===== config.mk =====
export PLATFORM = sky130hd
export DESIGN_NAME = utf8_validator_whitespace_check_top_flat
export DESIGN_NICKNAME = d
export VERILOG_FILES = /design/src/rtl/core/u8ws_pkg.sv /design/src/rtl/core/u8ws_if.sv /design/src/rtl/core/u8ws_step.sv /design/src/rtl/core/utf8_validator_whitespace_check_top.sv /design/src/flat_wrapper.sv
export SDC_FILE = /design/constraint.sdc
export NUM_CORES = 1
export LEC_CHECK = 0
export BUFFER_PORTS_ARGS = -buffer_cell sky130_fd_sc_hd__buf_2
export CORE_MARGIN = 8
export CORE_UTILIZATION = 40
export CTS_BUF_LIST = sky130_fd_sc_hd__clkbuf_8
export DETAILED_ROUTE_END_ITERATION = 8
export GPL_ROUTABILITY_DRIVEN = 0
export PLACE_DENSITY = 0.62
export SLEW_MARGIN = 20
export SYNTH_ARGS = -nofsm -noshare
export SYNTH_HDL_FRONTEND = slang
export SYNTH_SLANG_ARGS = --single-unit

===== constraint.sdc =====
create_clock -name clock -period 2.5 [get_ports clock]
set_clock_uncertainty 0.1 [all_clocks]
set_input_delay 0.25 -clock clock [delete_from_list [all_inputs] [get_ports clock]]
set_output_delay 0.25 -clock clock [all_outputs]
set_load 0.05 [all_outputs]

===== src/rtl/core/u8ws_pkg.sv =====
`timescale 1ns / 1ps
`default_nettype none

package u8ws_pkg;

   localparam int unsigned ByteWidth    = 8;
   localparam int unsigned ScalarWidth  = 21;
   localparam int unsigned CountWidth   = 2;
   localparam int unsigned VerdictWidth = 2;

   typedef enum logic [VerdictWidth-1:0] {
      VERDICT_VALID   = 2'd0,
      VERDICT_INVALID = 2'd1,
      VERDICT_BLANK   = 2'd2
   } verdict_type;

   typedef struct packed {
      logic [CountWidth-1:0]  bytes_still_expected;
      logic [ScalarWidth-1:0] partial_scalar;
      logic [CountWidth-1:0]  sequence_length;
      logic                   error_seen;
      logic                   visible_seen;
   } scan_state_type;

   localparam scan_state_type SCAN_RESET = '{
      bytes_still_expected: '0,
      partial_scalar:       '0,
      sequence_length:      '0,
      error_seen:           1'b0,
      visible_seen:         1'b0
   };

   // Unicode whitespace classes
   function automatic logic is_space(input logic [ScalarWidth-1:0] cp);
      logic hit;
      hit = (cp >= 21'h09 && cp <= 21'h0D) || cp == 21'h20 || cp == 21'h85 ||
            cp == 21'hA0 || cp == 21'h1680 ||
            (cp >= 21'h2000 && cp <= 21'h200A) || cp == 21'h2028 ||
            cp == 21'h2029 || cp == 21'h202F || cp == 21'h205F ||
            cp == 21'h3000;
      return hit;
   endfunction

   function automatic verdict_type make_verdict(input scan_state_type st);
      verdict_type v;
      if (st.error_seen || st.bytes_still_expected != '0) begin
         v = VERDICT_INVALID;
      end else if (st.visible_seen) begin
         v = VERDICT_VALID;
      end else begin
         v = VERDICT_BLANK;
      end
      return v;
   endfunction

endpackage

`default_nettype wire


===== src/rtl/core/u8ws_if.sv =====
`timescale 1ns / 1ps
`default_nettype none

interface u8ws_req_if;
   logic                             valid;
   logic                             ready;
   logic [u8ws_pkg::ByteWidth-1:0]   data_byte;
   logic                             carries_byte;
   logic                             end_of_string;

   modport source (output valid, output data_byte, output carries_byte,
                   output end_of_string, input ready);
   modport sink   (input valid, input data_byte, input carries_byte,
                   input end_of_string, output ready);
endinterface

interface u8ws_rsp_if;
   logic                                valid;
   logic                                ready;
   logic [u8ws_pkg::VerdictWidth-1:0]   verdict;

   modport source (output valid, output verdict, input ready);
   modport sink   (input valid, input verdict, output ready);
endinterface

`default_nettype wire


===== src/rtl/core/u8ws_step.sv =====
`timescale 1ns / 1ps
`default_nettype none

module u8ws_step (
   input  u8ws_pkg::scan_state_type              cur_state,
   input  logic [u8ws_pkg::ByteWidth-1:0]        data_byte,
   output u8ws_pkg::scan_state_type              nxt_state
);

   logic [u8ws_pkg::ScalarWidth-1:0] shifted;
   logic [u8ws_pkg::ScalarWidth-1:0] minimum;
   logic [u8ws_pkg::ScalarWidth-1:0] ascii_cp;

   assign shifted  = {cur_state.partial_scalar[u8ws_pkg::ScalarWidth-7:0], data_byte[5:0]};
   assign ascii_cp = {{(u8ws_pkg::ScalarWidth-u8ws_pkg::ByteWidth){1'b0}}, data_byte};

   always_comb begin
      case (cur_state.sequence_length)
         2'd1:    minimum = 21'h80;
         2'd2:    minimum = 21'h800;
         default: minimum = 21'h10000;
      endcase
   end

   always_comb begin
      nxt_state = cur_state;
      if (!cur_state.error_seen) begin
         if (cur_state.bytes_still_expected == '0) begin
            // lead byte or standalone ASCII
            if (data_byte < 8'h80) begin
               if (!u8ws_pkg::is_space(ascii_cp)) begin
                  nxt_state.visible_seen = 1'b1;
               end
            end else if (data_byte inside {[8'hC2:8'hDF]}) begin
               nxt_state.sequence_length      = 2'd1;
               nxt_state.bytes_still_expected = 2'd1;
               nxt_state.partial_scalar       = {16'd0, data_byte[4:0]};
            end else if (data_byte inside {[8'hE0:8'hEF]}) begin
               nxt_state.sequence_length      = 2'd2;
               nxt_state.bytes_still_expected = 2'd2;
               nxt_state.partial_scalar       = {17'd0, data_byte[3:0]};
            end else if (data_byte inside {[8'hF0:8'hF4]}) begin
               nxt_state.sequence_length      = 2'd3;
               nxt_state.bytes_still_expected = 2'd3;
               nxt_state.partial_scalar       = {18'd0, data_byte[2:0]};
            end else begin
               nxt_state.error_seen = 1'b1;
            end
         end else if (data_byte[7:6] != 2'b10) begin
            nxt_state.error_seen = 1'b1;
         end else begin
            nxt_state.partial_scalar       = shifted;
            nxt_state.bytes_still_expected = cur_state.bytes_still_expected - 2'd1;
            if (cur_state.bytes_still_expected == 2'd1) begin
               // sequence complete: check range, then close it
               if (shifted < minimum || shifted > 21'h10FFFF ||
                   (shifted >= 21'hD800 && shifted <= 21'hDFFF)) begin
                  nxt_state.error_seen = 1'b1;
               end else if (!u8ws_pkg::is_space(shifted)) begin
                  nxt_state.visible_seen = 1'b1;
               end
               nxt_state.partial_scalar  = '0;
               nxt_state.sequence_length = '0;
            end
         end
      end
   end

endmodule

`default_nettype wire


===== src/rtl/core/utf8_validator_whitespace_check_top.sv =====
`timescale 1ns / 1ps
// A transaction is captured in the input register; a closing transaction's
// verdict is then registered into the result register and shown on rsp.
// Throughput: one byte per cycle, but a closing transaction waits while an
// unaccepted verdict holds the result register; the decode between the input
// register and the scan state/result registers is combinational.
// Reset (synchronous, active high) clears the scan state and both valid flags.
`default_nettype none

module utf8_validator_whitespace_check_top (
   input  wire logic       clock,
   input  wire logic       reset,
   u8ws_req_if.sink        req_bus,
   u8ws_rsp_if.source      rsp_bus
);

   // input register
   logic                               in_valid_ff;
   logic [u8ws_pkg::ByteWidth-1:0]     in_byte_ff;
   logic                               in_carries_ff;
   logic                               in_last_ff;

   // scan state and result register
   u8ws_pkg::scan_state_type           state_ff;
   u8ws_pkg::scan_state_type           state_in;
   u8ws_pkg::scan_state_type           step_out;
   u8ws_pkg::scan_state_type           stepped;
   logic                               out_valid_ff;
   u8ws_pkg::verdict_type              out_verdict_ff;

   logic                               process;

   u8ws_step u_step (
      .cur_state (state_ff),
      .data_byte (in_byte_ff),
      .nxt_state (step_out)
   );

   // hold a closing transaction until the result register can take it
   assign process = in_valid_ff && (!in_last_ff || !out_valid_ff || rsp_bus.ready);
   assign req_bus.ready = !in_valid_ff || process;

   assign stepped  = in_carries_ff ? step_out : state_ff;
   assign state_in = in_last_ff ? u8ws_pkg::SCAN_RESET : stepped;

   always_ff @(posedge clock) begin
      if (reset) begin
         in_valid_ff  <= 1'b0;
         out_valid_ff <= 1'b0;
         state_ff     <= u8ws_pkg::SCAN_RESET;
      end else begin
         if (req_bus.ready) begin
            in_valid_ff <= req_bus.valid;
         end
         if (process) begin
            state_ff <= state_in;
         end
         if (process && in_last_ff) begin
            out_valid_ff <= 1'b1;
         end else if (rsp_bus.ready) begin
            out_valid_ff <= 1'b0;
         end
      end
   end

   always_ff @(posedge clock) begin
      if (req_bus.ready && req_bus.valid) begin
         in_byte_ff    <= req_bus.data_byte;
         in_carries_ff <= req_bus.carries_byte;
         in_last_ff    <= req_bus.end_of_string;
      end
      if (process && in_last_ff) begin
         out_verdict_ff <= u8ws_pkg::make_verdict(stepped);
      end
   end

   assign rsp_bus.valid   = out_valid_ff;
   assign rsp_bus.verdict = out_verdict_ff;

endmodule

`default_nettype wire


===== src/flat_wrapper.sv =====
// flat-port wrapper written by rule: the top's interface ports become plain ports
module utf8_validator_whitespace_check_top_flat 
  (clock, reset, req_bus_valid, req_bus_data_byte, req_bus_carries_byte, req_bus_end_of_string, req_bus_ready, rsp_bus_valid, rsp_bus_verdict, rsp_bus_ready);
  u8ws_req_if req_bus_i ();
  u8ws_rsp_if rsp_bus_i ();
  input  wire logic clock;
  input  wire logic reset;
  input wire logic [$bits(req_bus_i.valid)-1:0] req_bus_valid;
  input wire logic [$bits(req_bus_i.data_byte)-1:0] req_bus_data_byte;
  input wire logic [$bits(req_bus_i.carries_byte)-1:0] req_bus_carries_byte;
  input wire logic [$bits(req_bus_i.end_of_string)-1:0] req_bus_end_of_string;
  output wire logic [$bits(req_bus_i.ready)-1:0] req_bus_ready;
  output wire logic [$bits(rsp_bus_i.valid)-1:0] rsp_bus_valid;
  output wire logic [$bits(rsp_bus_i.verdict)-1:0] rsp_bus_verdict;
  input wire logic [$bits(rsp_bus_i.ready)-1:0] rsp_bus_ready;
  assign req_bus_i.valid = req_bus_valid;
  assign req_bus_i.data_byte = req_bus_data_byte;
  assign req_bus_i.carries_byte = req_bus_carries_byte;
  assign req_bus_i.end_of_string = req_bus_end_of_string;
  assign req_bus_ready = req_bus_i.ready;
  assign rsp_bus_valid = rsp_bus_i.valid;
  assign rsp_bus_verdict = rsp_bus_i.verdict;
  assign rsp_bus_i.ready = rsp_bus_ready;
  utf8_validator_whitespace_check_top u_core (.clock(clock), .reset(reset), .req_bus(req_bus_i), .rsp_bus(rsp_bus_i));
endmodule

### After elaboration in Yosys (flattened, before gate mapping)

Index checks and enable logic that the tools add are counted.

* $add $sub $neg: 1
* multiply operators: 0
* divide/modulo/power cells: 0
* magnitude comparators: 19
* equality and inequality tests: 20
* shifts and indexed selects: 0
* mux-type cells: 24
* bitwise operators: 0
* reduce and logical (&&, ||, !) cells: 41

Operator list (number)
* 25-bit two-way mux: 5
* 27-bit two-way mux: 4
* 21-bit by 14-bit == test with 1-bit output (second input constant): 5
* 21-bit by 8-bit == test with 1-bit output (second input constant): 2
* 17-bit case mux with 2 select lines: 1
* 26-bit two-way mux: 1
* 8-bit >= comparator (second input constant): 3
* 8-bit less-or-equal comparator (second input constant): 3
* 21-bit by 13-bit == test with 1-bit output (second input constant): 1
* 21-bit by 6-bit == test with 1-bit output (second input constant): 1
* 21-bit by 14-bit >= comparator with 1-bit output (second input constant): 1
* 21-bit by 16-bit >= comparator with 1-bit output (second input constant): 1
* 21-bit by 4-bit >= comparator with 1-bit output (second input constant): 1
* 21-bit > comparator (second input constant): 1
* 21-bit by 14-bit less-or-equal comparator with 1-bit output (second input constant): 1
* 21-bit by 16-bit less-or-equal comparator with 1-bit output (second input constant): 1
* 21-bit by 4-bit less-or-equal comparator with 1-bit output (second input constant): 1
* 21-bit by 17-bit less-than comparator with 1-bit output: 1
* 1-bit logical OR: 20
* 8-bit == test (second input constant): 2
* 8-bit by 14-bit >= comparator with 1-bit output (second input constant): 1
* 8-bit by 14-bit less-or-equal comparator with 1-bit output (second input constant): 1
* 1-bit two-way mux: 12
* 1-bit logical AND: 11
* 18 further kinds: 24

* register bits: 35
* latch bits: 0
* bits in writable memories: 0
* bits in read-only memories: 0
* input bits: 14
* output and inout port bits: 4
* word-level logic and storage cells: 116
* memories: 0

### Longest topological paths before layout

Gate-level depths: netlist (run 1).

* depth after elaboration: 21
* gate-level depth with buffers: 10
* gate-level depth less buffers: 9

### Hierarchy

Synthesis (run 1) repeated with hierarchy kept, for this count alone.

* cell total of the unflattened synthesis: 254
* area total of the unflattened synthesis: 2432.3 µm²

Modules (own cells, without submodules)
* utf8_validator_whitespace_check_top: times used 1, cells an instance 95, area each 1393.8 µm², sequential area each 940.9 µm²
* u8ws_step: times used 1, cells an instance 159, area each 1038.5 µm², sequential area each 0.0 µm²

### Worst setup path before layout (run 1)

No wires, ideal clock.

* path type: register to register
* start: register u_core.state_ff[2] (netlist name)
* end: register u_core.out_verdict_ff[0], in the netlist u_core.rsp_bus.verdict[0], data pin
* setup time: 277 ps
* arrival time: 1836 ps
* required time: 2123 ps
* setup slack: 287 ps
* cell stages (with the launch flop): 9
* buffers on the path: 0
* clock period less this slack: 2213 ps
* cells stage by stage: dfxtp_1 inv_1 ha_1 inv_1 ha_1 nor3_1 a211oi_1 o2bb2ai_1 or4_4

* longest elaborated chain between the ends: 12
* elaborated cells between the ends (all ways): 13
* classes of those cells: order compare: 1; eq/ne: 2; mux: 7; reduce/logical: 3

Ends and longest elaborated chain
* start: declaration: line utf8_validator_whitespace_check_top.sv:24 `u8ws_pkg::scan_state_type state_ff;`
* start signal: assignment: line utf8_validator_whitespace_check_top.sv:50 `state_ff <= u8ws_pkg::SCAN_RESET;`
* start signal: assignment: line utf8_validator_whitespace_check_top.sv:56 `state_ff <= state_in;`
* 2-bit == test or 2-bit by 1-bit == test with 1-bit output (tied branches): line u8ws_step.sv:18 `case (cur_state.sequence_length)`
* 17-bit case mux with 2 select lines *: line u8ws_step.sv:18
* 21-bit by 17-bit less-than comparator with 1-bit output *: line u8ws_step.sv:56 `if (shifted < minimum || shifted > 21'h10FFFF ||`
* 1-bit logical OR * (2 in series): line u8ws_step.sv:56
* 1-bit two-way mux *: line u8ws_step.sv:56
* 25-bit two-way mux *: line u8ws_step.sv:54 `if (cur_state.bytes_still_expected == 2'd1) begin`
* 1-bit two-way mux *: line u8ws_step.sv:49 `end else if (data_byte[7:6] != 2'b10) begin`
* 27-bit two-way mux *: line u8ws_step.sv:28 `if (cur_state.bytes_still_expected == '0) begin`
* 27-bit two-way mux *: line u8ws_step.sv:27 `if (!cur_state.error_seen) begin`
* 27-bit two-way mux *: line utf8_validator_whitespace_check_top.sv:43 `assign stepped = in_carries_ff ? step_out : state_ff;`
* 1-bit logical OR *: line u8ws_pkg.sv:46 `if (st.error_seen || st.bytes_still_expected != '0) begin`
* end signal: assignment: line utf8_validator_whitespace_check_top.sv:73 `out_verdict_ff <= u8ws_pkg::make_verdict(stepped);`
* end: declaration: line utf8_validator_whitespace_check_top.sv:29 `u8ws_pkg::verdict_type out_verdict_ff;`

Mark *: on every way between the ends. The rest lies on a longest branch, timed or not. The select of a mux whose other input is x is not followed.
A chain may end at the register's enable or synchronous reset.

### Final worst setup path (run 1)

* start: register u_core.state_ff[25] (netlist name)
* end: register u_core.out_verdict_ff[0], in the netlist u_core.rsp_bus.verdict[0], data pin

* longest elaborated chain between the ends: 9
* elaborated cells between the ends (all ways): 15
* classes of those cells: add/sub: 1; eq/ne: 1; mux: 10; reduce/logical: 3

Ends and longest elaborated chain
* 25-bit two-way mux: line u8ws_step.sv:42 `end else if (data_byte inside {[8'hF0:8'hF4]}) begin`
* 25-bit two-way mux: line u8ws_step.sv:38 `end else if (data_byte inside {[8'hE0:8'hEF]}) begin`
* 25-bit two-way mux: line u8ws_step.sv:34 `end else if (data_byte inside {[8'hC2:8'hDF]}) begin`
* 26-bit two-way mux: line u8ws_step.sv:30 `if (data_byte < 8'h80) begin`
* 27-bit two-way mux: line u8ws_step.sv:28
* 27-bit two-way mux: line u8ws_step.sv:27
* 27-bit two-way mux *: line utf8_validator_whitespace_check_top.sv:43
* 2-bit nonzero test: line u8ws_pkg.sv:46
* 1-bit logical OR *: line u8ws_pkg.sv:46

Marked as above.

==> results of run 1 <==
==> stage by stage <==
step | cell area (um2) | power (mW)
after global routing | 2370 | 1.22
after floorplan | 2120 | 0.729
after CTS | 2370 | 1.18
final | 2370 | 1.16
after detailed placement | 2270 | 0.765
after global placement | 2270 | 0.764
==> placed cells by master, fill, tap and decap left out, types with 2 or more instances in the layout <==
cell | Yosys | layout
o41ai_1 | 2 | 2
o211ai_1 | 3 | 3
and2_1 | 3 | 3
o211a_1 | 2 | 2
o21ai_0 | 19 | 19
buf_2 | 5 | 17
clkbuf_8 | 0 | 6
a31oi_1 | 4 | 4
ha_1 | 6 | 6
nor4_1 | 6 | 6
buf_4 | 3 | 6
nor2b_1 | 5 | 5
mux2i_1 | 2 | 2
edfxtp_1 | 12 | 12
nand4_1 | 4 | 4
nand3_1 | 16 | 16
a21oi_1 | 5 | 4
a211oi_2 | 2 | 3
o31ai_1 | 2 | 2
nand2b_1 | 19 | 19
nor2_1 | 23 | 23
inv_1 | 12 | 13
nor3_1 | 8 | 8
nand2_1 | 9 | 9
dfxtp_1 | 23 | 23
or4_1 | 3 | 3
==> kinds of logic (layout without fill, tap and decap cells) <==
| group | Yosys count | count (layout) | synth area share |
|---|---|---|---|
| multiplexers | 2 | 2 | 0.00943 |
| AND/OR/NAND/NOR | 111 | 111 | 0.304 |
| AO/OA/AOI/OAI | 58 | 58 | 0.202 |
| buffers and inverters | 27 | 44 | 0.0631 |
| flip-flops | 35 | 35 | 0.387 |
| adder cells (fa/ha/maj) | 6 | 6 | 0.0354 |
==> final cells by class <==
class	count	area, um2
Fill cell	512	2740
Multi-Input combinational cell	177	1180
Sequential cell	35	821
Timing Repair Buffer	24	150
Tap cell	70	87.6
Clock buffer	6	82.6
Inverter	12	45.0
Clock inverter	2	8.76
==> path summary, 6_finish.rpt <==
path	end	slack [ns]	cells past startpoint	startpoint
max	u_core.rsp_bus.verdict[0]	0.13	7	u_core.state_ff[25]
min	u_core.in_byte_ff[7]	0.04	1	req_bus_data_byte[7]
max reg2reg	u_core.rsp_bus.verdict[0]	0.13	7	u_core.state_ff[25]
min reg2reg	u_core.state_ff[2]	0.40	2	u_core.state_ff[2]
==> sequential cells by signal (all words and copies together), names as in the netlist <==
name / count
u_core.state_ff: 21
u_core.in_byte_ff: 8
u_core.rsp_bus.verdict: 2
u_core.in_carries_ff: 1
u_core.in_last_ff: 1
u_core.in_valid_ff: 1
u_core.rsp_bus.valid: 1
==> layer usage <==
metal,global-route usage,part of all wire
met1,0.176,0.49
met2,0.210,0.47
met3,0.0344,0.039
met4,0.0369,0.0057
met5,0,0
==> power groups by stage <==
| stage | Sequential [mW] | Clock (mW) | Combinational (mW) |
|---|---|---|---|
| 5_1_grt | 0.630 | 0.453 | 0.138 |
| 3_5_place_dp | 0.640 | 0 | 0.125 |
| 3_3_place_gp | 0.639 | 0 | 0.124 |
| 2_1_floorplan | 0.633 | 0 | 0.0962 |
| 6_report | 0.627 | 0.411 | 0.125 |
| 4_1_cts | 0.627 | 0.426 | 0.126 |
==> metrics.csv, run 1 <==
metric;value;unit
status;completed;
Iter 0 DRT Violations;118;
1st-pass router iterations;4;
part of the cycle the worst path needs;0.947;
Fin Setup TNS;0;ns
Port Buf Inserts;17;
Starting Density;0.415;
fraction of layout cells with a size suffix above 1;0.176;
Slew Viols, Final;0;
htree depth;2;
CP max FO;6;
min Tclk post-route;2.37;ns
Post-CTS Hold Buffers;0;
Global Route Usage Sum;0.134;
Skew-Pair Late Insertion Delay;0.28;ns
most frequent cells after synthesis;23 x dfxtp_1, 23 x nor2_1, 19 x nand2b_1, 19 x o21ai_0, 16 x nand3_1;
Yosys Warn Count;0;
Mapped Cells;239;
global-route wire length before repair;8.31;mm
CORE AREA;5110;um2
pwr dens;491;nW/um2
initial antenna violation count;0;
antenna violation net count after detailed routing;0;
register area share after synthesis;0.387;
total clock sinks;35;
Post-CTS Setup Inserts;0;
Die X;88.8;um
final hold violation count;0;
HP Class;primary input to register;
WP data arrival;2.29;ns
RSZ-0062 raised after global routing;false;
Synth top area share;0.217;
ys async rst share;0;
Least-Margin Pin Slew;0.459;ns
Die H;88.8;um
Remaining DRCs;0;
hold_ws;0.0363;ns
Cell Area, Synth;2120;um2
vias in the first global route;1741;
Crit path max-delay family;simple AND/OR/NAND/NOR gates;
die area;7890;um2
average cell area after synthesis;8.88;um2
vias after detailed routing;1815;
synth top area cells;dfxtp_1 22%, edfxtp_1 17%, nand2b_1 5.6%;
Inst Count DP;318;
Root Buffer;clkbuf_8;
CP Class;register to register;
peak supply drop;0.336;mV
Rel. slew slack;0.694;
P_sw;286;uW
Critical Path Max Stage Delay;0.50;ns
Clock Tree Buf Depth;2;
final worst slack;0.132;ns
Top Ports;18;
post-CTS sizing;0;
Pint;877;uW
highest-delay cell along the critical path;or4_4;
clock slew at reported path FFs;0.07;ns
Primary FF master, synth;dfxtp_1;
TritonCTS buffer count;5;
Rows;26;
CTS tree;yes;
Comb power frac;0.108;
worst path required time;2.42;ns
sw frac;0.246;
pin count of the biggest net entering global routing;31;
Startpoint Class;register;
final setup vio count;0;
final cell count without fillers;326;
Max Cap Violations;0;
CP Cell Sequence;inv_1, ha_1, nand2_1, nor3_2, o21bai_1, a211o_1, or4_4;
sequential share of power;0.539;
# nets final;275;
synthesized flop and latch total;35;
Leak;0.879;nW
post-synth cell types;61;
post-synth net total;259;
WL per Instance;14.6;um
f_max;422;MHz
n_diodes;0;
Synth area leader;dfxtp_1;
Routed Wire Length;4.77;mm
dpl ws;0.0871;ns
hpwl dp;3.52;mm
final design utilization;0.464;
CP Capture Type;register;
EDFF count, synth;12;
Clock power frac;0.354;
vias per inst;5.57;
gr ovfl total;0;
Buf+Inv Stages, Crit Path;1;
Area Overhead vs Synth;11.7;%
Note: power is estimated with default switching activity, not from simulation.
==> inputs of run 2 (changes only) <==
--- a/config.mk
+++ b/config.mk
@@ -11,7 +11,7 @@
 export CTS_BUF_LIST = sky130_fd_sc_hd__clkbuf_8
 export DETAILED_ROUTE_END_ITERATION = 8
 export GPL_ROUTABILITY_DRIVEN = 0
-export PLACE_DENSITY = 0.62
+export PLACE_DENSITY = 0.67
 export SLEW_MARGIN = 20
 export SYNTH_ARGS = -nofsm -noshare
 export SYNTH_HDL_FRONTEND = slang
==> run 2 against run 1 <==
  * Count of clock-buffer cells in the layout unchanged
  * Sequential power fell by 1%
  * Global-route usage rose by 0.11 points
  * Critical path depth stayed put
  * Wire length is 6.5% higher
  * Fmax fell by 1.6%
  * Non-clock buffer count increased by 7
  * Largest power group unchanged
  * Hold slack worse by 0.0091 ns
  * Via count up 2.6%
  * Largest cell class unchanged
  * Flip-flop and latch count did not move
==> metrics.csv, run 2 (same netlist as run 1, synthesis figures left out) <==
metric;value;unit;change
status;completed;;unchanged
min Tclk post-route;2.41;ns;was 2.37 ns
P_sw;314;uW;was 286 uW
n_diodes;0;;unchanged
antenna violation net count after detailed routing;0;;unchanged
Starting Density;0.415;;unchanged
most frequent cells in the layout;23 x nor2_1, 23 x dfxtp_1, 19 x nand2b_1;;was 23 x nor2_1, 23 x dfxtp_1, 19 x nand2b_1, 19 x o21ai_0, 17 x buf_2
Top Ports;18;;unchanged
number of flip-flops in the largest register;21;;unchanged
Inst Count DP;325;;was 318
gr ovfl total;0;;unchanged
CORE AREA;5110;um2;unchanged
peak supply drop;0.356;mV;was 0.336 mV
1st-pass router iterations;4;;unchanged
max layer used;met4;;unchanged
met3 wire length;259;um;was 188 um
global-route wire length before repair;8.38;mm;was 8.31 mm
f_max;416;MHz;was 422 MHz
fraction of layout cells with a size suffix above 1;0.205;;was 0.176
vias in the first global route;1805;;was 1,741
Post-CTS Hold Buffers;0;;unchanged
Remaining DRCs;0;;unchanged
hpwl dp;3.56;mm;was 3.52 mm
Startpoint Class;register;;unchanged
sequential share of power;0.477;;was 0.539
Root Buffer;clkbuf_8;;unchanged
Die H;88.8;um;unchanged
sw frac;0.242;;was 0.246
Leak;0.924;nW;was 0.879 nW
Clock Tree Buf Depth;2;;unchanged
total clock sinks;35;;unchanged
Buf+Inv Stages, Crit Path;1;;unchanged
CP max FO;9;;was 6
CP Cell Sequence;inv_1, ha_1, nand2_1, nor3_2, o21bai_1, a211o_1, or4_4;;unchanged
Final Cell Area;2460;um2;was 2370 um2
Clock power frac;0.413;;was 0.354
Skew-Pair Late Insertion Delay;0.29;ns;was 0.28 ns
hold_ws;0.0272;ns;was 0.0363 ns
Biggest register;u_core.state_ff;;unchanged
Crit path max-delay family;simple AND/OR/NAND/NOR gates;;unchanged
vias after detailed routing;1863;;was 1,815
RSZ-0062 raised after global routing;false;;unchanged
final cell count without fillers;334;;was 326
CTS tree;yes;;unchanged
# nets final;283;;was 275
Fin Setup TNS;0;ns;unchanged
Iter 0 DRT Violations;142;;was 118
vias per inst;5.58;;was 5.57
die area;7890;um2;unchanged
final design utilization;0.482;;was 0.464
Critical Path Max Stage Delay;0.49;ns;was 0.50 ns
Die X;88.8;um;unchanged
WL per Instance;15.2;um;was 14.6 um
highest-delay cell along the critical path;or4_4;;unchanged
placed inst area;2310;um2;was 2270 um2
htree depth;2;;unchanged
final setup vio count;0;;unchanged
Slew Viols, Final;0;;unchanged
Comb power frac;0.110;;was 0.108
TritonCTS buffer count;5;;unchanged
WHS Path Cells;1;;unchanged
CP Capture Type;register;;unchanged
initial antenna violation count;0;;unchanged
Pint;986;uW;was 877 uW
pin count of the biggest net entering global routing;31;;unchanged
Port Buf Inserts;17;;unchanged
Post-Route M1 WL;2.46;mm;was 2.33 mm
Routed Wire Length;5.09;mm;was 4.77 mm
Least-Margin Pin Slew;0.646;ns;was 0.459 ns
met2 wire len;2.31;mm;was 2.23 mm
Levels on crit path;7;;unchanged
Rel. slew slack;0.570;;was 0.694
WP data arrival;2.34;ns;was 2.29 ns
pwr dens;528;nW/um2;was 491 nW/um2
HP Class;primary input to register;;unchanged
Worst R2R Path Depth;7;;unchanged
Rows;26;;unchanged
Post-CTS Setup Inserts;0;;unchanged
worst path required time;2.43;ns;was 2.42 ns
part of the cycle the worst path needs;0.962;;was 0.947
Max Cap Violations;0;;unchanged
Global Route Usage Sum;0.135;;was 0.134
CP Class;register to register;;unchanged
clock slew at reported path FFs;0.07;ns;about the same
Area Overhead vs Synth;16.0;%;was 11.7%
final hold violation count;0;;unchanged
run 2: cell types whose count changed in the layout (fill, tap and decap cells not counted), sizes merged:
cell    before  now
buf         24   31
a21oi        5    6
bufinv       0    1
inv         13   12
run 2: routing by layer:
layer / global-route usage / vias up
met5: 0 / -
met4: 0.0399 / 0
met3: 0.0436 / 7
met2: 0.209 / 49
met1: 0.173 / 874
li1: - / 933
run 2: repair_timing:
| item | 4_1_cts | 5_1_grt |
|---|---|---|
| cloned | 0 | 1 |
| endpoints found under the setup margin | 1 | 13 |
| pin swaps | 0 | 1 |
| resized for setup | 1 | 3 |
run 2: per-stage QoR:
stage	total power [mW]	worst slack (ns)
global placement	0.767	0.0520
floorplan	0.729	0.287
global route	1.35	0.00180
detailed placement	0.769	0.00986
CTS	1.30	0.0365
finish	1.30	0.0941
run 2: path summary, 6_finish.rpt:
path	start	end	slack, ns
setup / recovery	u_core.state_ff[25]	u_core.rsp_bus.verdict[0]	0.09
hold / removal	req_bus_carries_byte	u_core.in_carries_ff	0.03
setup reg to reg	u_core.state_ff[25]	u_core.rsp_bus.verdict[0]	0.09
hold reg to reg	u_core.state_ff[3]	u_core.state_ff[3]	0.40
run 2: power groups by stage:
stage / clock, mW / combinational, mW / sequential (mW)
2_1_floorplan: 0 / 0.0962 / 0.633
3_3_place_gp: 0 / 0.135 / 0.632
3_5_place_dp: 0 / 0.136 / 0.633
4_1_cts: 0.544 / 0.138 / 0.620
5_1_grt: 0.574 / 0.157 / 0.623
6_report: 0.538 / 0.143 / 0.620
run 2: cell type report:
cell class / instances / area, um2
clock buffer: 6 / 82.6
clock inverter: 2 / 35.0
fill: 506 / 2650
inverter: 12 / 45.0
multi-input combinational: 178 / 1200
sequential: 35 / 821
tap: 70 / 87.6
timing repair buffer: 31 / 190
